==> config.mk <==
export PLATFORM = sky130hd
export DESIGN_NAME = zoned_throttle_ramp_controller
export DESIGN_NICKNAME = d
export VERILOG_FILES = /design/src/hdl/ztr_pkg.sv /design/src/hdl/ztr_step.sv /design/src/hdl/zoned_throttle_ramp_controller.sv
export SDC_FILE = /design/constraint.sdc
export NUM_CORES = 1
export LEC_CHECK = 0
export BUFFER_PORTS_ARGS = -buffer_cell sky130_fd_sc_hd__clkbuf_2
export CAP_MARGIN = 20
export CORE_ASPECT_RATIO = 0.8
export CORE_MARGIN = 2
export CORE_UTILIZATION = 50
export DETAILED_ROUTE_END_ITERATION = 8
export PLACE_DENSITY_LB_ADDON = 0.05
export SLEW_MARGIN = 20
export SYNTH_ARGS = -nofsm -noshare
export SYNTH_HDL_FRONTEND = slang
export SYNTH_SLANG_ARGS = --single-unit
==> constraint.sdc <==
create_clock -name i_clk -period 10.9 [get_ports i_clk]
set_input_delay 1.09 -clock i_clk [delete_from_list [all_inputs] [get_ports i_clk]]
set_output_delay 1.09 -clock i_clk [all_outputs]
set_load 0.02 [all_outputs]
==> src/hdl/ztr_pkg.sv <==
package ztr_pkg;

    // Field widths of one control sample and of one result.
    localparam int STICK_W = 8;
    localparam int TIME_W  = 32;
    localparam int SPEED_W = 10;
    localparam int STEER_W = 10;
    localparam int LEVEL_W = 8;

    // Configuration port.
    localparam int CFG_IDX_W  = 2;
    localparam int CFG_DATA_W = 10;

    typedef enum logic [CFG_IDX_W-1:0] {
        REG_STEER_CENTER  = 2'd0,
        REG_MAX_LEVEL     = 2'd1,
        REG_RESTART_LEVEL = 2'd2
    } t_cfg_idx;

    // Reset values of the registers and the state.
    localparam logic [STEER_W-1:0] STEER_CENTER_RST  = 10'd860;
    localparam logic [LEVEL_W-1:0] MAX_LEVEL_RST     = 8'd160;
    localparam logic [LEVEL_W-1:0] RESTART_LEVEL_RST = 8'd10;
    localparam logic [LEVEL_W-1:0] DRIVE_LEVEL_RST   = 8'd10;

    // A stick reading at or above this value means the stick is released.
    localparam logic [STICK_W-1:0] STICK_RELEASE = 8'd90;

    // Steering zone windows and their speed limits (speed has 4 fraction bits).
    localparam logic [STEER_W-1:0] ZONE_NEAR  = 10'd10;
    localparam logic [STEER_W-1:0] ZONE_MID   = 10'd30;
    localparam logic [STEER_W-1:0] ZONE_FAR   = 10'd50;
    localparam logic [SPEED_W-1:0] LIMIT_NEAR = 10'd480;
    localparam logic [SPEED_W-1:0] LIMIT_MID  = 10'd112;
    localparam logic [SPEED_W-1:0] LIMIT_FAR  = 10'd48;
    localparam logic [SPEED_W-1:0] LIMIT_OUT  = 10'd16;

    // Ramp: level candidate is floor(3 * elapsed / 100). From this elapsed time
    // on the candidate is 256 or more, above any 8-bit level.
    localparam logic [TIME_W-1:0] RAMP_SAT_ELAPSED = 32'd8534;
    localparam int                RAMP_E_W         = 14;
    localparam int                RAMP_X_W         = 15;
    // floor(x / 100) = (x * 5243) >> 19 for every x below 25602.
    localparam int                RECIP_W          = 13;
    localparam logic [RECIP_W-1:0] RAMP_RECIP      = 13'd5243;
    localparam int                RECIP_SHIFT      = 19;
    localparam int                RAMP_PROD_W      = RAMP_X_W + RECIP_W;

    typedef struct packed {
        logic [STEER_W-1:0] steer_pos;
        logic               ebrake;
        logic [SPEED_W-1:0] speed;
        logic [TIME_W-1:0]  time_ms;
        logic [STICK_W-1:0] stick_y;
    } t_item;

    typedef struct packed {
        logic [STEER_W-1:0] steer_center;
        logic [LEVEL_W-1:0] max_level;
        logic [LEVEL_W-1:0] restart_level;
    } t_cfg;

    typedef struct packed {
        logic [LEVEL_W-1:0] drive_level;
        logic [TIME_W-1:0]  ramp_start;
    } t_state;

endpackage

==> src/hdl/ztr_step.sv <==
module ztr_step (
    input  ztr_pkg::t_item                   i_item,
    input  ztr_pkg::t_cfg                    i_cfg,
    input  ztr_pkg::t_state                  i_state,
    output ztr_pkg::t_state                  o_state,
    output logic [ztr_pkg::LEVEL_W-1:0]      o_pot_value
);
    import ztr_pkg::*;

    logic [STEER_W-1:0]     w_offset;
    logic [SPEED_W-1:0]     w_limit;
    logic [TIME_W-1:0]      w_elapsed;
    logic                   w_sat;
    logic [RAMP_E_W-1:0]    w_e;
    logic [RAMP_X_W-1:0]    w_x;
    logic [RAMP_PROD_W-1:0] w_prod;
    logic [LEVEL_W-1:0]     w_cand;
    logic [LEVEL_W-1:0]     w_peak;
    logic [LEVEL_W-1:0]     w_ramped;

    // Distance of the steering reading from center.
    assign w_offset = (i_item.steer_pos >= i_cfg.steer_center)
                    ? (i_item.steer_pos - i_cfg.steer_center)
                    : (i_cfg.steer_center - i_item.steer_pos);

    always_comb begin
        priority if (w_offset < ZONE_NEAR) begin
            w_limit = LIMIT_NEAR;
        end else if (w_offset < ZONE_MID) begin
            w_limit = LIMIT_MID;
        end else if (w_offset < ZONE_FAR) begin
            w_limit = LIMIT_FAR;
        end else begin
            w_limit = LIMIT_OUT;
        end
    end

    // Long elapsed times saturate the candidate, so only a short elapsed time
    // goes through the reciprocal multiply.
    assign w_elapsed = i_item.time_ms - i_state.ramp_start;
    assign w_sat     = (w_elapsed >= RAMP_SAT_ELAPSED);
    assign w_e       = w_elapsed[RAMP_E_W-1:0];
    assign w_x       = {w_e, 1'b0} + {1'b0, w_e};
    assign w_prod    = RAMP_PROD_W'(w_x) * RAMP_PROD_W'(RAMP_RECIP);
    assign w_cand    = w_prod[RECIP_SHIFT +: LEVEL_W];

    assign w_peak   = (w_cand > i_state.drive_level) ? w_cand : i_state.drive_level;
    assign w_ramped = (w_sat || (w_peak > i_cfg.max_level)) ? i_cfg.max_level : w_peak;

    always_comb begin
        o_state     = i_state;
        o_pot_value = '0;
        priority if (i_item.ebrake) begin
            o_state = i_state;
        end else if (i_item.stick_y >= STICK_RELEASE) begin
            o_state.drive_level = i_cfg.restart_level;
            o_state.ramp_start  = i_item.time_ms;
        end else if (i_item.speed < w_limit) begin
            o_state.drive_level = w_ramped;
            o_pot_value         = w_ramped;
        end else begin
            o_state.drive_level = '0;
        end
    end

endmodule

==> src/hdl/zoned_throttle_ramp_controller.sv <==
// Zoned throttle ramp controller.
//
// Each item on the slave stream is one control sample; each item on the master
// stream is the drive level for the digital potentiometer. Exactly one result
// item leaves for every sample taken, in order.
//
// A sample is captured in an input register and, once the result register is
// free, the steering zone, speed check and ramp arithmetic settle in one pass
// of logic into the result register, updating the stored drive level and
// ramp start at the same edge. One sample can be taken every cycle while the
// receiver takes results, bounded only by the single state update per item.
//
// Reset clears both stream stages, restores the configuration registers and
// sets the drive level to 10 and the ramp start to 0. When the receiver holds
// tready low, the result stays put and the input register still takes one
// more sample, after which s_axis_tready drops until the result is taken.
// Configuration writes take effect at once and are meant for an idle block.
module zoned_throttle_ramp_controller (
    input  logic                              i_clk,
    input  logic                              i_rst_n,
    input  logic                              s_axis_tvalid,
    output logic                              s_axis_tready,
    // stick_y[7:0], time_ms[39:8], speed[49:40], steer_pos[59:50], zeros[63:60]
    input  logic [63:0]                       s_axis_tdata,
    // ebrake[0]
    input  logic                              s_axis_tuser,
    output logic                              m_axis_tvalid,
    input  logic                              m_axis_tready,
    // pot_value[7:0]
    output logic [ztr_pkg::LEVEL_W-1:0]       m_axis_tdata,
    input  logic                              i_cfg_we,
    input  logic [ztr_pkg::CFG_IDX_W-1:0]     i_cfg_idx,
    input  logic [ztr_pkg::CFG_DATA_W-1:0]    i_cfg_data
);
    import ztr_pkg::*;

    t_cfg               r_cfg;
    t_state             r_state;
    t_state             w_state_next;
    t_item              r_item;
    t_item              w_item_in;
    logic               r_in_valid;
    logic               r_out_valid;
    logic [LEVEL_W-1:0] r_pot;
    logic [LEVEL_W-1:0] w_pot_next;
    logic               w_advance;
    logic               w_take;

    // Unpack the stream payload.
    assign w_item_in.stick_y   = s_axis_tdata[7:0];
    assign w_item_in.time_ms   = s_axis_tdata[39:8];
    assign w_item_in.speed     = s_axis_tdata[49:40];
    assign w_item_in.steer_pos = s_axis_tdata[59:50];
    assign w_item_in.ebrake    = s_axis_tuser;

    // The held sample moves on whenever the result register is free or
    // being emptied; the input register is free when it moves on too.
    assign w_advance     = r_in_valid && (!r_out_valid || m_axis_tready);
    assign s_axis_tready = !r_in_valid || w_advance;
    assign w_take        = s_axis_tvalid && s_axis_tready;

    assign m_axis_tvalid = r_out_valid;
    assign m_axis_tdata  = r_pot;

    ztr_step u_step (
        .i_item      (r_item),
        .i_cfg       (r_cfg),
        .i_state     (r_state),
        .o_state     (w_state_next),
        .o_pot_value (w_pot_next)
    );

    // Configuration registers.
    always_ff @(posedge i_clk) begin
        if (!i_rst_n) begin
            r_cfg.steer_center  <= STEER_CENTER_RST;
            r_cfg.max_level     <= MAX_LEVEL_RST;
            r_cfg.restart_level <= RESTART_LEVEL_RST;
        end else if (i_cfg_we) begin
            unique case (i_cfg_idx)
                REG_STEER_CENTER:  r_cfg.steer_center  <= i_cfg_data;
                REG_MAX_LEVEL:     r_cfg.max_level     <= i_cfg_data[LEVEL_W-1:0];
                REG_RESTART_LEVEL: r_cfg.restart_level <= i_cfg_data[LEVEL_W-1:0];
                default: ;
            endcase
        end
    end

    // Stream control and controller state.
    always_ff @(posedge i_clk) begin
        if (!i_rst_n) begin
            r_in_valid          <= 1'b0;
            r_out_valid         <= 1'b0;
            r_state.drive_level <= DRIVE_LEVEL_RST;
            r_state.ramp_start  <= '0;
        end else begin
            if (w_take) begin
                r_in_valid <= 1'b1;
            end else if (w_advance) begin
                r_in_valid <= 1'b0;
            end
            if (w_advance) begin
                r_out_valid <= 1'b1;
                r_state     <= w_state_next;
            end else if (m_axis_tready) begin
                r_out_valid <= 1'b0;
            end
        end
    end

    // Payload registers.
    always_ff @(posedge i_clk) begin
        if (w_take) begin
            r_item <= w_item_in;
        end
        if (w_advance) begin
            r_pot <= w_pot_next;
        end
    end

    // A braking sample leaves the stored level and ramp start untouched.
    a_brake_keeps_state: assert property (@(posedge i_clk) disable iff (!i_rst_n)
        (w_advance && r_item.ebrake) |=> (r_state == $past(r_state)))
        else $error("brake sample changed the controller state");

    // A braking sample always produces a zero level.
    a_brake_zero: assert property (@(posedge i_clk) disable iff (!i_rst_n)
        (w_advance && r_item.ebrake) |=> (r_pot == '0))
        else $error("brake sample produced a nonzero level");

    // A release sample restores the restart level and records the ramp start.
    a_release_restart: assert property (@(posedge i_clk) disable iff (!i_rst_n)
        (w_advance && !r_item.ebrake && (r_item.stick_y >= STICK_RELEASE))
        |=> (r_state.drive_level == $past(r_cfg.restart_level)
             && r_state.ramp_start == $past(r_item.time_ms) && r_pot == '0))
        else $error("release sample did not restart the ramp");

    // A sample that cannot move on is neither lost nor overwritten.
    a_hold_sample: assert property (@(posedge i_clk) disable iff (!i_rst_n)
        (r_in_valid && !w_advance) |=> (r_in_valid && r_item == $past(r_item)))
        else $error("stalled sample was lost");

endmodule

; Yosys cells after proc, flatten, opt, wreduce, memory -nomap -nowiden
; Index checks and enable logic that the tools add are counted.
[classes]
n_addsub = 4
multipliers = 1
order_cmp = 9
eq_ne = 2
n_mux = 12
bitwise_logic = 1
reduce_logical = 16
[ops]
columns = cell, n
row1 = "greater-or-equal comparator 32 x 14 -> 1 bit, second input constant", 1
row2 = two-way mux 8 bit, 4
row3 = subtractor 32 bit, 1
row4 = two-way mux 10 bit, 3
row5 = "multiplier 15 x 13 -> 27 bit, second input constant", 1
row6 = subtractor 10 bit, 2
row7 = > comparator 8 bit, 2
row8 = adder 15 x 14 -> 15 bit, 1
row9 = greater-or-equal comparator 10 bit, 1
row10 = < comparator 10 bit, 1
row11 = "< comparator 10 x 4 -> 1 bit, second input constant", 1
row12 = "< comparator 10 x 5 -> 1 bit, second input constant", 1
row13 = "< comparator 10 x 6 -> 1 bit, second input constant", 1
row14 = "greater-or-equal comparator 8 x 7 -> 1 bit, second input constant", 1
row15 = AND reduction 2 bit, 4
row16 = two-way mux 6 bit, 1
row17 = two-way mux 1 bit, 4
row18 = nonzero test 2 bit, 2
row19 = logical OR 1 bit, 3
row20 = AND reduction 3 bit, 1
row21 = "== test 2 x 1 -> 1 bit, second input constant", 1
row22 = "== test 2 bit, second input constant", 1
row23 = logical AND 1 bit, 2
row24 = zero test 1 bit, 2
row25 = 3 further kinds, 3
[totals]
reg_bits = 137
wordCells = 58

; Depth between registers and ports, before layout
[depth]
word_depth = 10
ltp_mapped = 59
mapped_depth_nobuf = 57

; By module
; From an unflattened synthesis, not the netlist that was laid out.
[hier_totals]
cells_unflattened = 1457
area_unflattened_um2 = 13228.9
[modules_own_cells]
columns = module, instances, cells_per_inst, area_each_um2, seq_area_each_um2
row1 = ztr_step, 1, 1100, 8468.1, 0.0
row2 = zoned_throttle_ramp_controller, 1, 357, 4760.8, 3433.3

; Worst setup path after synthesis
; No wires, ideal clock.
[synth_timing]
path_type = register -> register
from = register r_item[10] (netlist bit)
to = register r_pot[7], in the netlist m_axis_tdata[7], data pin
setup_time_ps = 130
arrival_ps = 11903
path_slack_ps = -1132
path_stages_with_launch = 52
n_path_buf = 2
path_cell_list = edfxtp_1 > ha_1 > o21ai_1 > a21oi_1 > or4b_2 > nand3_1 > ha_1 > inv_1 > nor2_1 > a2111oi_0 > o41ai_1 > nand3b_1 > mux2i_1 > nor2_1 > xnor2_1 > xnor2_1 > fa_1 > fa_1 > [... 16 more ...] > o21bai_1 > a22oi_1 > buf_4 > nand2_1 > o21ai_0 > ha_1 > nor2b_1 > o21ai_0 > nand2b_1 > a21oi_1 > o21ai_0 > a211oi_1 > o2111ai_1 > nor4_1 > nand4_2 > buf_6 > a211oi_1 > o21a_1
[synth_between]
elab_chain_cells = 9
elab_cells_between_ends = 10
[synth_lines]
columns = element, line
row1 = from (decl), zoned_throttle_ramp_controller.sv:40  ; t_item r_item;
row2 = from (signal assigned), zoned_throttle_ramp_controller.sv:114  ; r_item <= w_item_in;
row3 = subtractor 32 bit (*), ztr_step.sv:40  ; assign w_elapsed = i_item.time_ms - i_state.ramp_start;
row4 = adder 15 x 14 -> 15 bit, ztr_step.sv:43  ; assign w_x = {w_e, 1'b0} + {1'b0, w_e};
row5 = multiplier 15 x 13 -> 27 bit, ztr_step.sv:44  ; assign w_prod = RAMP_PROD_W'(w_x) * RAMP_PROD_W'(RAMP_RECIP);
row6 = > comparator 8 bit, ztr_step.sv:47  ; assign w_peak = (w_cand > i_state.drive_level) ? w_cand : i_state.drive_level;
row7 = two-way mux 8 bit, ztr_step.sv:47
row8 = > comparator 8 bit, ztr_step.sv:48  ; assign w_ramped = (w_sat || (w_peak > i_cfg.max_level)) ? i_cfg.max_level : w_peak;
row9 = logical OR 1 bit, ztr_step.sv:48
row10 = two-way mux 8 bit (*), ztr_step.sv:48
row11 = two-way mux 8 bit (*), n/a
row12 = to (signal assigned), zoned_throttle_ramp_controller.sv:117  ; r_pot <= w_pot_next;
row13 = to (decl), zoned_throttle_ramp_controller.sv:44  ; logic [LEVEL_W-1:0] r_pot;
; Every way passes the cells marked *; elsewhere a longest branch is shown, timed or not.
; A chain may end at the register's enable or synchronous reset.

; Worst setup path in the final report
[layout_timing]
from = register r_item[8] (netlist bit)
to = register r_pot[3], in the netlist m_axis_tdata[3], data pin
; Same word-level chain as after synthesis.

==> flow_summary.ini <==
[sta]
fin_ws_ns = -0.223
drv_slew = 0
skew_ns = 0.0175
clock.fmax_mhz = 89.9
fin_crit_sh_pct = 102
hold_viol_final = 0
rsz0062_at_grt = yes
period_needed_ns = 11.12
tightest_slew_ns = 1.03
slew-limit-headroom_pct = 31.0
finalSetupViolCount = 16

[clock_network]
clock-root-buffer = clkbuf_16
cts_sinks = 132
cts_made_buffers = 17
clock_path_buffers = 2
h-tree-depth = 4
cts_tree = built
clock_latency_ns = 0.44
clk_pin_slew_worst_paths_ns = 0.07

[critical_path]
r2r_end = m_axis_tdata[3]$_SDFFCE_PP0P_
cp.arrival_ns = 11.29
ff2ff_path_depth = 55
r2r_slack_ns = -0.22
end_kind = flip-flop
critical_path_buf_inv_count = 14
critPathMaxStageDelay_ns = 0.56
reg2reg_from = r_item[8]$_DFFE_PP_
cp_top_family = adder cells
critPathMaxFanout = 8
critPathKind = flip-flop to flip-flop
crit_path_frequent_cell = buf_4
cp.required_ns = 11.06
cp-startpoint = r_item[8]$_DFFE_PP_
start_kind = flip-flop
slowest_stage = fa_2

[global_routing]
overflow = 0
grt_pass1_vias = 9968
grt_start_max_net_pins = 70
grt_util_all_layers_pct = 22.8
grt_pass1_wl_um = 48600
antenna_found_initial = 0

[layout]
multiInputGateArea_mm2 = 0.00904
antenna_cells = 0
fillCellCount = 2035
syn2layout_area_growth_pct = 27.6
area.sequential_mm2 = 0.00328
drive_above_1_share_pct = 26.3
final_nets = 1958

[yosys]
synth_edf_count = 64
ys_seq_area_share_pct = 26.2
synth-seq-cells = 132
synth.net_count = 1715
ys_top_cells_by_area = ha_1 (19%), edfxtp_1 (15%), dfxtp_1 (11%)
yosysTopAreaCellShare_pct = 18.6
ys_types = 81
synth-async-reset-ratio_pct = 0
syn_inst = 1381
post_synth.cell_area_avg_um2 = 9.08
yosysWarnings = 0
synth_area_leader_cell = ha_1
synth_ff_type = dfxtp_1
netlist_area_mm2 = 0.0125

[status]
violations = setup timing
status = complete, but fails checks

[worst_hold_path]
min_path_type = flip-flop to flip-flop
holdPathStages = 2
hp-start = r_state[28]$_SDFFE_PN0P_
holdPathEnd = r_state[28]$_SDFFE_PN0P_

[floorplan]
rows = 51
ioPinCount = 92
fp.dieH_um = 146
start_util_pct = 51.2
die_w_um = 181
fp.coreArea_mm2 = 0.0245
dieArea_mm2 = 0.0264

[placement]
numPortBuffers = 82
place_congestion = 0.908
dp_hpwl_um = 22600
placement.setup.worst_slack_ns = -0.758

[run]
max_cap_viol_count = 0

[route]
wl_um = 29300
wl_per_cell_um = 15.0
avgViaCountPerCell = 5.20
ant_nets = 0
dr.pass1.iters = 5
vias = 10173
drc_errors = 0
first_iter_violations = 487
## state kept, by name, summed over array words and instances, names as in the netlist
signal and flops:
m_axis_tdata 8, m_axis_tvalid 1, r_cfg 26, r_in_valid 1, r_item 56, r_state 40
## worst min-delay path: stages (launching register included)
cell and delay [ns]:
dfxtp_1 0.31, nand2_1 0.04, a21boi_0 0.06
## cells in the mapped netlist (all sizes together) (5+ instances only)
master,instances
dfxtp,68
mux2i,33
a21o,25
and2,10
a211oi,12
o211ai,10
a2111oi,7
or2,5
a21boi,40
o31ai,8
xnor2,34
o21ai,61
o21bai,9
a31oi,6
o21a,12
fa,66
edfxtp,64
nor2,62
nor2b,27
nand2,136
o41ai,5
a21oi,71
nand2b,22
nand3b,5
inv,226
a211o,5
xor2,18
nand4,11
clkbuf,24
ha,186
buf,12
nor3,22
nand3,16
## per-layer routing
layer / vias to the layer above / GRT usage (%) / wire, µm
met4: 0 / 5.24 / 316
met3: 31 / 3.63 / 1010
met5: - / 0 / 0
li1: 5206 / - / -
met2: 173 / 33.9 / 12300
met1: 4763 / 34.6 / 15700
## worst max path at each step
stage,end,slack [ns],cells past startpoint
after global routing,m_axis_tdata[3]$_SDFFCE_PP0P_,-0.87,52
after CTS,m_axis_tdata[7]$_SDFFCE_PP0P_,-0.34,57
after floorplan,m_axis_tdata[1]$_SDFFCE_PP0P_,-0.05,52
after detailed placement,m_axis_tdata[0]$_SDFFCE_PP0P_,-0.76,52
after global placement,m_axis_tdata[0]$_SDFFCE_PP0P_,-0.51,52
final,m_axis_tdata[3]$_SDFFCE_PP0P_,-0.22,55
## cell type report
type                            instances  area share [%]
Timing Repair Buffer                  260            11.4
Clock buffer                           18            2.68
Multi-Input combinational cell        987            56.5
Clock inverter                         14            1.11
Tap cell                              318            2.49
Inverter                              226            5.30
Sequential cell                       132            20.5
## placed cells by master, fill, tap and decap left out, types with 5 or more instances in the layout
cell / n
inv_1: 217
buf_4: 165
ha_1: 164
nand2_1: 133
clkbuf_2: 82
dfxtp_1: 68
edfxtp_1: 64
fa_1: 60
nor2_1: 56
a21oi_1: 54
o21ai_0: 46
a21boi_0: 40
mux2i_1: 30
nor2b_1: 27
xnor2_1: 25
a21o_1: 25
nor3_1: 21
nand2b_1: 19
ha_4: 18
clkbuf_16: 17
a21oi_2: 14
nand3_1: 14
xor2_1: 14
o21a_1: 12
nand4_1: 10
buf_6: 10
o211ai_1: 9
inv_2: 9
a211oi_1: 8
o21ai_2: 7
o21bai_1: 7
o21ai_1: 7
and2_1: 7
xnor2_2: 6
a31oi_1: 6
fa_2: 6
clkinvlp_4: 6
nand3b_1: 5
a211o_1: 5
## kinds of logic (layout without fill, tap and decap cells)
| family | Yosys count | after routing | synth area share (%) |
|---|---|---|---|
| compound gates | 308 | 308 | 16.5 |
| xor+xnor | 53 | 53 | 3.81 |
| fa+ha+maj | 252 | 252 | 29.1 |
| buf+inv | 262 | 518 | 8.28 |
| flops | 132 | 132 | 26.2 |
| mux | 38 | 38 | 3.26 |
| simple gates | 336 | 336 | 12.9 |
## stage by stage
stage / instances / area [µm²] / util, % / hold slack (ns) / setup TNS (ns)
detailed placement: 1892 / 14400 / 58.9 / 0.458 / -9.98
global route: 1955 / 16000 / 65.3 / 0.487 / -12.53
finish: 1955 / 16000 / 65.3 / 0.462 / -2.36
CTS: 1949 / 15700 / 64.3 / 0.466 / -4.29
floorplan: 1381 / 12700 / - / 0.443 / -0.148
global placement: 1892 / 14400 / 58.9 / 0.451 / -6.44
## what timing repair did
action / CTS / global route
setup buffers: 25 / 6
endpoints found under the setup margin: 16 / 16
cloned: 1 / 0
pin swaps: 58 / 31
gates resized for setup: 95 / 38
hold buffers: 0 / 0
Power is left out: the tool's default activity adds up to more than one toggle a clock period on the data nets, which glitch-free logic cannot reach.
